[src/rtl/dhslc_pkg.sv]
// ----------------------------------------------------------------------------
// dhslc_pkg
// Shared types and constants for the high-pass / high-pass / low-pass chain.
// ----------------------------------------------------------------------------
package dhslc_pkg;

  localparam int unsigned SAMPLE_W = 24;
  localparam int unsigned COEF_W   = 16;
  localparam int unsigned FRAC_W   = 16;
  // Difference operand: last_out + x - last_in needs two extra bits.
  localparam int unsigned OPND_W   = SAMPLE_W + 2;
  // Signed product plus the low-pass feed term, with headroom.
  localparam int unsigned PROD_W   = OPND_W + COEF_W + 1;
  localparam int unsigned STEP_W   = 4;
  localparam int unsigned CFG_IDX_W = 2;

  localparam logic [COEF_W-1:0] HP1_COEF_RST = 16'd65408;
  localparam logic [COEF_W-1:0] HP2_COEF_RST = 16'd62470;
  localparam logic [COEF_W-1:0] LP_COEF_RST  = 16'd63343;

  localparam logic [CFG_IDX_W-1:0] REG_HP1_COEF = 2'd0;
  localparam logic [CFG_IDX_W-1:0] REG_HP2_COEF = 2'd1;
  localparam logic [CFG_IDX_W-1:0] REG_LP_COEF  = 2'd2;

  typedef enum logic [2:0] {
    OP_NOP,
    OP_LOAD,
    OP_SUM,
    OP_DIFF,
    OP_MUL,
    OP_RND,
    OP_EMIT
  } op_e;

  typedef enum logic [1:0] {
    SEL_HP1,
    SEL_HP2,
    SEL_LP
  } sel_e;

  typedef enum logic [1:0] {
    COND_NEVER,
    COND_NO_IN,
    COND_OUT_FULL,
    COND_ALWAYS
  } cond_e;

  typedef struct packed {
    op_e               op;
    sel_e              sel;
    cond_e             cond;
    logic [STEP_W-1:0] target;
  } ctrl_t;

  typedef struct packed {
    logic in_accept;
    logic out_full;
  } status_t;

endpackage

[src/rtl/dhslc_seq.sv]
// ----------------------------------------------------------------------------
// dhslc_seq
// Step counter and microcode ROM that drive the filter datapath.
// ----------------------------------------------------------------------------
module dhslc_seq
  import dhslc_pkg::*;
(
  input  logic    clk_i,
  input  logic    rst_ni,
  input  status_t status_i,
  output ctrl_t   ctrl_o
);

  localparam logic [STEP_W-1:0] STEP_WAIT = 4'd0;
  localparam logic [STEP_W-1:0] STEP_SUM1 = 4'd1;
  localparam logic [STEP_W-1:0] STEP_EMIT = 4'd10;
  localparam logic [STEP_W-1:0] STEP_LAST = 4'd11;

  function automatic ctrl_t rom(input logic [STEP_W-1:0] step);
    ctrl_t w;
    w = '{op: OP_NOP, sel: SEL_HP1, cond: COND_NEVER, target: STEP_WAIT};
    unique case (step)
      4'd0:  w = '{op: OP_LOAD, sel: SEL_HP1, cond: COND_NO_IN,    target: STEP_WAIT};
      4'd1:  w = '{op: OP_SUM,  sel: SEL_HP1, cond: COND_NEVER,    target: STEP_WAIT};
      4'd2:  w = '{op: OP_MUL,  sel: SEL_HP1, cond: COND_NEVER,    target: STEP_WAIT};
      4'd3:  w = '{op: OP_RND,  sel: SEL_HP1, cond: COND_NEVER,    target: STEP_WAIT};
      4'd4:  w = '{op: OP_SUM,  sel: SEL_HP2, cond: COND_NEVER,    target: STEP_WAIT};
      4'd5:  w = '{op: OP_MUL,  sel: SEL_HP2, cond: COND_NEVER,    target: STEP_WAIT};
      4'd6:  w = '{op: OP_RND,  sel: SEL_HP2, cond: COND_NEVER,    target: STEP_WAIT};
      4'd7:  w = '{op: OP_DIFF, sel: SEL_LP,  cond: COND_NEVER,    target: STEP_WAIT};
      4'd8:  w = '{op: OP_MUL,  sel: SEL_LP,  cond: COND_NEVER,    target: STEP_WAIT};
      4'd9:  w = '{op: OP_RND,  sel: SEL_LP,  cond: COND_NEVER,    target: STEP_WAIT};
      4'd10: w = '{op: OP_EMIT, sel: SEL_LP,  cond: COND_OUT_FULL, target: STEP_EMIT};
      default: w = '{op: OP_NOP, sel: SEL_HP1, cond: COND_ALWAYS,  target: STEP_WAIT};
    endcase
    return w;
  endfunction

  logic [STEP_W-1:0] pc_q, pc_d;
  logic              jump;

  assign ctrl_o = rom(pc_q);

  always_comb begin
    unique case (ctrl_o.cond)
      COND_NO_IN:    jump = !status_i.in_accept;
      COND_OUT_FULL: jump = status_i.out_full;
      COND_ALWAYS:   jump = 1'b1;
      default:       jump = 1'b0;
    endcase
    pc_d = jump ? ctrl_o.target : pc_q + 1'b1;
  end

  always_ff @(posedge clk_i or negedge rst_ni) begin
    if (!rst_ni) begin
      pc_q <= STEP_WAIT;
    end else begin
      pc_q <= pc_d;
    end
  end

  a_pc_range: assert property (@(posedge clk_i) disable iff (!rst_ni)
    pc_q <= STEP_LAST)
    else $error("step counter left the program");

  a_accept_starts: assert property (@(posedge clk_i) disable iff (!rst_ni)
    status_i.in_accept |=> pc_q == STEP_SUM1)
    else $error("accepted transaction did not start the program");

  a_emit_holds: assert property (@(posedge clk_i) disable iff (!rst_ni)
    (pc_q == STEP_EMIT && status_i.out_full) |=> pc_q == STEP_EMIT)
    else $error("program moved on while the output register was full");

  a_accept_only_wait: assert property (@(posedge clk_i) disable iff (!rst_ni)
    status_i.in_accept |-> pc_q == STEP_WAIT)
    else $error("input accepted outside the wait step");

endmodule

[src/rtl/dhslc_dp.sv]
// ----------------------------------------------------------------------------
// dhslc_dp
// Filter datapath: operand adder, shared multiplier, round and saturate,
// filter state and output register.
// ----------------------------------------------------------------------------
module dhslc_dp
  import dhslc_pkg::*;
(
  input  logic                       clk_i,
  input  logic                       rst_ni,
  input  ctrl_t                      ctrl_i,
  input  logic                       load_i,
  input  logic signed [SAMPLE_W-1:0] in_sample_i,
  input  logic [COEF_W-1:0]          hp1_coef_i,
  input  logic [COEF_W-1:0]          hp2_coef_i,
  input  logic [COEF_W-1:0]          lp_coef_i,
  input  logic                       out_stall_i,
  output logic                       out_valid_o,
  output logic                       out_full_o,
  output logic signed [SAMPLE_W-1:0] out_sample_o
);

  localparam int unsigned RES_W = PROD_W - FRAC_W;
  localparam logic signed [PROD_W-1:0] ROUND_HALF = PROD_W'(1) <<< (FRAC_W - 1);
  localparam logic signed [SAMPLE_W-1:0] SAT_MAX = {1'b0, {(SAMPLE_W-1){1'b1}}};
  localparam logic signed [SAMPLE_W-1:0] SAT_MIN = {1'b1, {(SAMPLE_W-1){1'b0}}};

  logic signed [SAMPLE_W-1:0] x_q;
  logic signed [OPND_W-1:0]   a_q;
  logic signed [PROD_W-1:0]   p_q;
  logic signed [SAMPLE_W-1:0] s1_in_q, s1_out_q, s2_in_q, s2_out_q, mem_q;
  logic signed [SAMPLE_W-1:0] out_q;
  logic                       out_valid_q;

  logic [COEF_W-1:0]          coef_c;
  logic signed [SAMPLE_W-1:0] last_in_c, last_out_c;
  logic signed [OPND_W-1:0]   opnd_c;
  logic signed [COEF_W:0]     coef_s;
  logic signed [PROD_W-1:0]   prod_c, base_c, rnd_c;
  logic signed [RES_W-1:0]    res_c;
  logic signed [SAMPLE_W-1:0] y_c;
  logic                       emit;

  always_comb begin
    case (ctrl_i.sel)
      SEL_HP1: begin
        coef_c     = hp1_coef_i;
        last_in_c  = s1_in_q;
        last_out_c = s1_out_q;
      end
      SEL_HP2: begin
        coef_c     = hp2_coef_i;
        last_in_c  = s2_in_q;
        last_out_c = s2_out_q;
      end
      default: begin
        coef_c     = lp_coef_i;
        last_in_c  = x_q;
        last_out_c = mem_q;
      end
    endcase
  end

  // High-pass operand is last_out + x - last_in. The low-pass is rewritten as
  // x * 2^16 + a * (mem - x), so it needs the same single multiply.
  always_comb begin
    if (ctrl_i.op == OP_DIFF) begin
      opnd_c = OPND_W'(mem_q) - OPND_W'(x_q);
    end else begin
      opnd_c = OPND_W'(last_out_c) + OPND_W'(x_q) - OPND_W'(last_in_c);
    end
  end

  assign coef_s = $signed({1'b0, coef_c});
  assign prod_c = coef_s * a_q;
  assign base_c = (ctrl_i.sel == SEL_LP) ? (PROD_W'(x_q) <<< FRAC_W) : '0;

  // Round half up, floor shift, then clamp to the sample range.
  always_comb begin
    rnd_c = p_q + ROUND_HALF;
    res_c = rnd_c[PROD_W-1:FRAC_W];
    if (res_c > RES_W'(SAT_MAX)) begin
      y_c = SAT_MAX;
    end else if (res_c < RES_W'(SAT_MIN)) begin
      y_c = SAT_MIN;
    end else begin
      y_c = res_c[SAMPLE_W-1:0];
    end
  end

  assign out_full_o = out_valid_q && out_stall_i;
  assign emit       = (ctrl_i.op == OP_EMIT) && !out_full_o;

  always_ff @(posedge clk_i) begin
    if (load_i) begin
      x_q <= in_sample_i;
    end else if (ctrl_i.op == OP_RND) begin
      x_q <= y_c;
    end
    if (ctrl_i.op == OP_SUM || ctrl_i.op == OP_DIFF) begin
      a_q <= opnd_c;
    end
    if (ctrl_i.op == OP_MUL) begin
      p_q <= prod_c + base_c;
    end
    if (emit) begin
      out_q <= x_q;
    end
  end

  always_ff @(posedge clk_i or negedge rst_ni) begin
    if (!rst_ni) begin
      s1_in_q     <= '0;
      s1_out_q    <= '0;
      s2_in_q     <= '0;
      s2_out_q    <= '0;
      mem_q       <= '0;
      out_valid_q <= 1'b0;
    end else begin
      if (ctrl_i.op == OP_RND) begin
        case (ctrl_i.sel)
          SEL_HP1: begin
            s1_in_q  <= x_q;
            s1_out_q <= y_c;
          end
          SEL_HP2: begin
            s2_in_q  <= x_q;
            s2_out_q <= y_c;
          end
          default: begin
            mem_q <= y_c;
          end
        endcase
      end
      if (emit) begin
        out_valid_q <= 1'b1;
      end else if (out_valid_q && !out_stall_i) begin
        out_valid_q <= 1'b0;
      end
    end
  end

  assign out_valid_o  = out_valid_q;
  assign out_sample_o = out_q;

  a_emit_fills: assert property (@(posedge clk_i) disable iff (!rst_ni)
    emit |=> out_valid_q)
    else $error("emitted result did not reach the output register");

  a_s1_only_rnd: assert property (@(posedge clk_i) disable iff (!rst_ni)
    !(ctrl_i.op == OP_RND && ctrl_i.sel == SEL_HP1) |=> $stable(s1_out_q))
    else $error("first stage state changed outside its round step");

  a_mem_only_rnd: assert property (@(posedge clk_i) disable iff (!rst_ni)
    !(ctrl_i.op == OP_RND && ctrl_i.sel == SEL_LP) |=> $stable(mem_q))
    else $error("low-pass memory changed outside its round step");

endmodule

[src/rtl/dual_highpass_slew_lowpass_chain_unit.sv]
// ----------------------------------------------------------------------------
// dual_highpass_slew_lowpass_chain_unit
// Two cascaded first-order high-pass stages and a one-pole low-pass on
// signed Q1.23 samples, run by a microcoded sequencer over one multiplier.
// ----------------------------------------------------------------------------
//   channel   direction   handshake              payload
//   input     in          in_valid_i/in_stall_o  in_sample_i   [23:0] signed
//   output    out         out_valid_o/out_stall_i out_sample_o [23:0] signed
//   config    in          cfg_valid_i/cfg_ready_o cfg_index_i [1:0], cfg_data_i [15:0]
//
// A sample is accepted only at the wait step, so one finishes before the next;
// the 12-step program sums, multiplies and rounds for each stage in turn on the
// shared 17x26 multiplier, three times per sample, then emits the result.
// Reset clears all filter state and loads the default coefficients.
// A stalled output holds the program at its emit step; input stays stalled.
// ----------------------------------------------------------------------------
module dual_highpass_slew_lowpass_chain_unit
  import dhslc_pkg::*;
(
  input  logic                       clk_i,
  input  logic                       rst_ni,
  input  logic                       in_valid_i,
  output logic                       in_stall_o,
  input  logic signed [SAMPLE_W-1:0] in_sample_i,
  output logic                       out_valid_o,
  input  logic                       out_stall_i,
  output logic signed [SAMPLE_W-1:0] out_sample_o,
  input  logic                       cfg_valid_i,
  output logic                       cfg_ready_o,
  input  logic [CFG_IDX_W-1:0]       cfg_index_i,
  input  logic [COEF_W-1:0]          cfg_data_i
);

  ctrl_t             ctrl;
  status_t           status;
  logic              out_full;
  logic [COEF_W-1:0] hp1_coef_q, hp2_coef_q, lp_coef_q;

  assign cfg_ready_o = 1'b1;

  always_ff @(posedge clk_i or negedge rst_ni) begin
    if (!rst_ni) begin
      hp1_coef_q <= HP1_COEF_RST;
      hp2_coef_q <= HP2_COEF_RST;
      lp_coef_q  <= LP_COEF_RST;
    end else if (cfg_valid_i && cfg_ready_o) begin
      case (cfg_index_i)
        REG_HP1_COEF: hp1_coef_q <= cfg_data_i;
        REG_HP2_COEF: hp2_coef_q <= cfg_data_i;
        REG_LP_COEF:  lp_coef_q  <= cfg_data_i;
        default: ;
      endcase
    end
  end

  assign in_stall_o       = (ctrl.op != OP_LOAD);
  assign status.in_accept = in_valid_i && !in_stall_o;
  assign status.out_full  = out_full;

  dhslc_seq u_seq (
    .clk_i    (clk_i),
    .rst_ni   (rst_ni),
    .status_i (status),
    .ctrl_o   (ctrl)
  );

  dhslc_dp u_dp (
    .clk_i        (clk_i),
    .rst_ni       (rst_ni),
    .ctrl_i       (ctrl),
    .load_i       (status.in_accept),
    .in_sample_i  (in_sample_i),
    .hp1_coef_i   (hp1_coef_q),
    .hp2_coef_i   (hp2_coef_q),
    .lp_coef_i    (lp_coef_q),
    .out_stall_i  (out_stall_i),
    .out_valid_o  (out_valid_o),
    .out_full_o   (out_full),
    .out_sample_o (out_sample_o)
  );

endmodule

[config.mk]
export PLATFORM = sky130hd
export DESIGN_NAME = dual_highpass_slew_lowpass_chain_unit
export DESIGN_NICKNAME = d
export VERILOG_FILES = /design/src/rtl/dhslc_pkg.sv /design/src/rtl/dhslc_seq.sv /design/src/rtl/dhslc_dp.sv /design/src/rtl/dual_highpass_slew_lowpass_chain_unit.sv
export SDC_FILE = /design/constraint.sdc
export NUM_CORES = 2
export LEC_CHECK = 0
export BUFFER_PORTS_ARGS = -buffer_cell sky130_fd_sc_hd__buf_4
export CAP_MARGIN = 20
export CORE_UTILIZATION = 59
export DETAILED_ROUTE_END_ITERATION = 7
export PLACE_DENSITY = 0.8
export SYNTH_ARGS = -nofsm -noshare
export SYNTH_HDL_FRONTEND = slang
export SYNTH_SLANG_ARGS = --single-unit
[constraint.sdc]
create_clock -name clk_i -period 7.72 [get_ports clk_i]
set_input_delay 0.386 -clock clk_i [delete_from_list [all_inputs] [get_ports clk_i]]
set_output_delay 0.386 -clock clk_i [all_outputs]
set_load 0.1 [all_outputs]
==> flow_summary.yaml <==
run_status:
  status: "finished, final reports clean"
floorplan:
  core_um2: 52550
  row_count: 84
  io_pins: 74
  start_util: 0.5969
  fp.dieW_um: 232.6
  die_h_um: 232.6
  die_area_um2: 54090
sta:
  slew_viol_final: 0
  fin_ws_ns: 0.1783
  whs_ns: 0.05428
  finClkSkew_ns: 0.01929
  slew_headroom: 0.2877
  period_minus_slack_ns: 7.542
  finalSetupViolations: 0
  fin_setup_tns_ns: 0
  hold_viol_final: 0
  worst_slew_pin_slew_ns: 1.066
  timing.final.crit_share: 0.9769
  fmax_mhz: 132.6
setup_path:
  cpMostUsedCell: "fa_1"
  crit_slowest_cell: "fa_1"
  critPathRequiredTime_ns: 8.06
  max_stage_delay_ns: 0.56
  end_kind: "flop"
  path_max_fanout: 17
  criticalPathCategory: "flop to flop"
  worstSetupStartpointType: "flop"
  worstPathArrival_ns: 7.88
finish:
  mostFrequentLayoutCell: "inv_1"
  layout_common_cells: "inv_1, fa_1, and2_1, nand2_1, nor2_1"
  final_layout_size_suffix_gt1_frac: 0.1484
  syn_to_final_growth_pct: 10.00
  nets: 4007
  stdcell_count: 4038
  diodes: 0
synthesis:
  synth_nets: 3916
  synthXorXnorAreaFrac: 0.02625
  synth_cells: 3234
  ys_ff_latch: 275
  synthMuxAreaShare: 0.03769
  ys_seq_area_frac: 0.2368
  synth_top_family_by_area: "adder cells"
  synth_edf_count: 102
  synth_area_um2: 31370
  post_synth.cell_area_avg_um2: 9.699
  synthSimpleGateAreaFrac: 0.1356
  async_flop_share: 0.6291
  ys_types: 76
  yosys_warnings: 0
  synth_compound_area_frac: 0.1032
  synth-main-ff-cell: "dfrtp_1"
  synth_fa_ha_area_frac: 0.3639
global_routing:
  grt_max_degree: 76
  grt_pass1_vias: 23950
  grt_pass1_wl_um: 126200
  grt_antenna_before_repair: 1
  grt_overflow: 0
  grt_use_total: 0.2990
cts:
  clk_latency_ns: 0.59
  clk_path_buf_depth: 3
  clk_pin_slew_worst_paths_ns: 0.07
  cts_tree: "done"
  cts_num_sinks: 275
  htree_levels: 1
  clockRootBuffer: "clkbuf_16"
  numCtsBuffers: 31
place:
  pre_cts_ws_ns: -0.07356
  gp_congestion: 0.9432
  io_buffers: 72
  placed_cells_incl_taps: 3968
  place.detailed.hpwl_um: 59500
drt:
  routed_wl_um: 77000
  vias_per_cell: 5.628
  postRouteAntennaNets: 0
  vias: 22730
  drt_pre_antenna_iters: 5
  drc: 0
  routedWlPerCell_um: 19.07
  drt-initial-drc-count: 1778
job:
  cap_violations: 0
hold_path:
  hold_path_class: "input port to flop"
## Yosys cell counts (6+ instances only)
| library cell | n | share of area |
|---|---|---|
| o22a_1 | 23 | 0.0064 |
| o211ai_1 | 7 | 0.0017 |
| xor2_1 | 39 | 0.011 |
| o21a_4 | 19 | 0.0091 |
| nor3_1 | 11 | 0.0018 |
| nor2_1 | 248 | 0.030 |
| nand4_1 | 12 | 0.0024 |
| buf_2 | 9 | 0.0014 |
| o21ai_0 | 64 | 0.010 |
| mux2_2 | 97 | 0.035 |
| o21bai_1 | 10 | 0.0024 |
| clkbuf_1 | 102 | 0.012 |
| o22ai_1 | 43 | 0.0086 |
| or3_1 | 7 | 0.0014 |
| xnor2_1 | 55 | 0.015 |
| nand2_1 | 259 | 0.031 |
| and2_1 | 264 | 0.053 |
| buf_1 | 7 | 0.00084 |
| nand3_1 | 26 | 0.0041 |
| ha_1 | 173 | 0.069 |
| a21oi_1 | 100 | 0.016 |
| dfstp_2 | 29 | 0.024 |
| a211oi_1 | 8 | 0.0019 |
| nor2b_1 | 13 | 0.0026 |
| a21oi_2 | 76 | 0.021 |
| inv_1 | 671 | 0.080 |
| edfxtp_1 | 102 | 0.098 |
| dfrtp_1 | 144 | 0.11 |
| a31oi_1 | 9 | 0.0018 |
| a21o_1 | 35 | 0.0084 |
| fa_1 | 462 | 0.29 |
| o31ai_1 | 6 | 0.0014 |
| mux2i_1 | 9 | 0.0029 |
| o21a_1 | 12 | 0.0029 |
## timing repair
action	CTS	global route
resized for setup	4	31
endpoints found under the setup margin	2	15
pin swaps	0	16
hold buffers	1	0
setup buffers	0	10
cloned	0	1
endpoints found under the hold margin	73	0
## final timing paths
check,from,end,slack (ns),cells past startpoint
max,u_seq.pc_q[0]$_DFF_PN0_,u_dp.p_q[41]$_DFFE_PN_,0.18,30
min,cfg_data_i[11],hp2_coef_q[11]$_DFFE_PN0P_,0.05,2
max reg2reg,u_seq.pc_q[0]$_DFF_PN0_,u_dp.p_q[41]$_DFFE_PN_,0.18,30
min reg2reg,u_dp.s1_in_q[11]$_DFFE_PN0P_,u_dp.s1_in_q[11]$_DFFE_PN0P_,0.51,1
max in group asynchronous,rst_ni,hp2_coef_q[7]$_DFFE_PN0P_,5.91,3
min in group asynchronous,rst_ni,u_dp.mem_q[10]$_DFFE_PN0P_,0.38,2
## routing by layer
metal	vias up	global-route usage	share of wire
li1	10280	-	-
met1	11450	0.3987	0.41
met2	822	0.4899	0.48
met3	173	0.05723	0.080
met4	2	0.1027	0.035
met5	-	0	0.00017
## layout make-up
type,count,area [um2]
inverter,671,2519
sequential,275,7428
clock buffer,43,862.1
clock inverter,15,135.1
tap,688,860.8
timing repair buffer,182,1565
multi-input combinational,2164,21130
fill,4029,18050
## state kept, by name, summed over array words and instances (netlist names)
| name | count |
|---|---|
| hp1_coef_q | 16 |
| hp2_coef_q | 16 |
| lp_coef_q | 16 |
| u_dp.a_q | 26 |
| u_dp.mem_q | 24 |
| u_dp.out_sample_o | 24 |
| u_dp.out_valid_o | 1 |
| u_dp.p_q | 28 |
| u_dp.s1_in_q | 24 |
| u_dp.s1_out_q | 24 |
| u_dp.s2_in_q | 24 |
| u_dp.s2_out_q | 24 |
| u_dp.x_q | 24 |
| u_seq.pc_q | 4 |
## metrics by stage
stage / instance area, um2 / util
after floorplan: 31370 / -
after global placement: 33240 / 0.6325
after detailed placement: 33240 / 0.6325
after CTS: 34260 / 0.6520
after global routing: 34500 / 0.6566
final: 34500 / 0.6566
## kinds of logic (layout without fill, tap and decap cells)
kind of cell,count (synthesis),in the layout
simple gates,877,877
buf+inv,795,911
fa+ha+maj,635,635
compound gates,451,451
flops,275,275
mux,106,106
xor+xnor,94,94
other cells,1,1
## critical path: cells and delay by family, from the launching register on
| family | cells | cell delay, ns |
|---|---|---|
| adder cells (fa/ha/maj) | 9 | 3.80 |
| AO/OA/AOI/OAI | 8 | 1.25 |
| buffers and inverters | 9 | 1.17 |
| AND/OR/NAND/NOR | 3 | 0.42 |
| flip-flops | 1 | 0.40 |
| multiplexers | 1 | 0.25 |
Power is left out: the tool's default activity adds up to more than one toggle a clock period on the data nets, which glitch-free logic cannot reach.
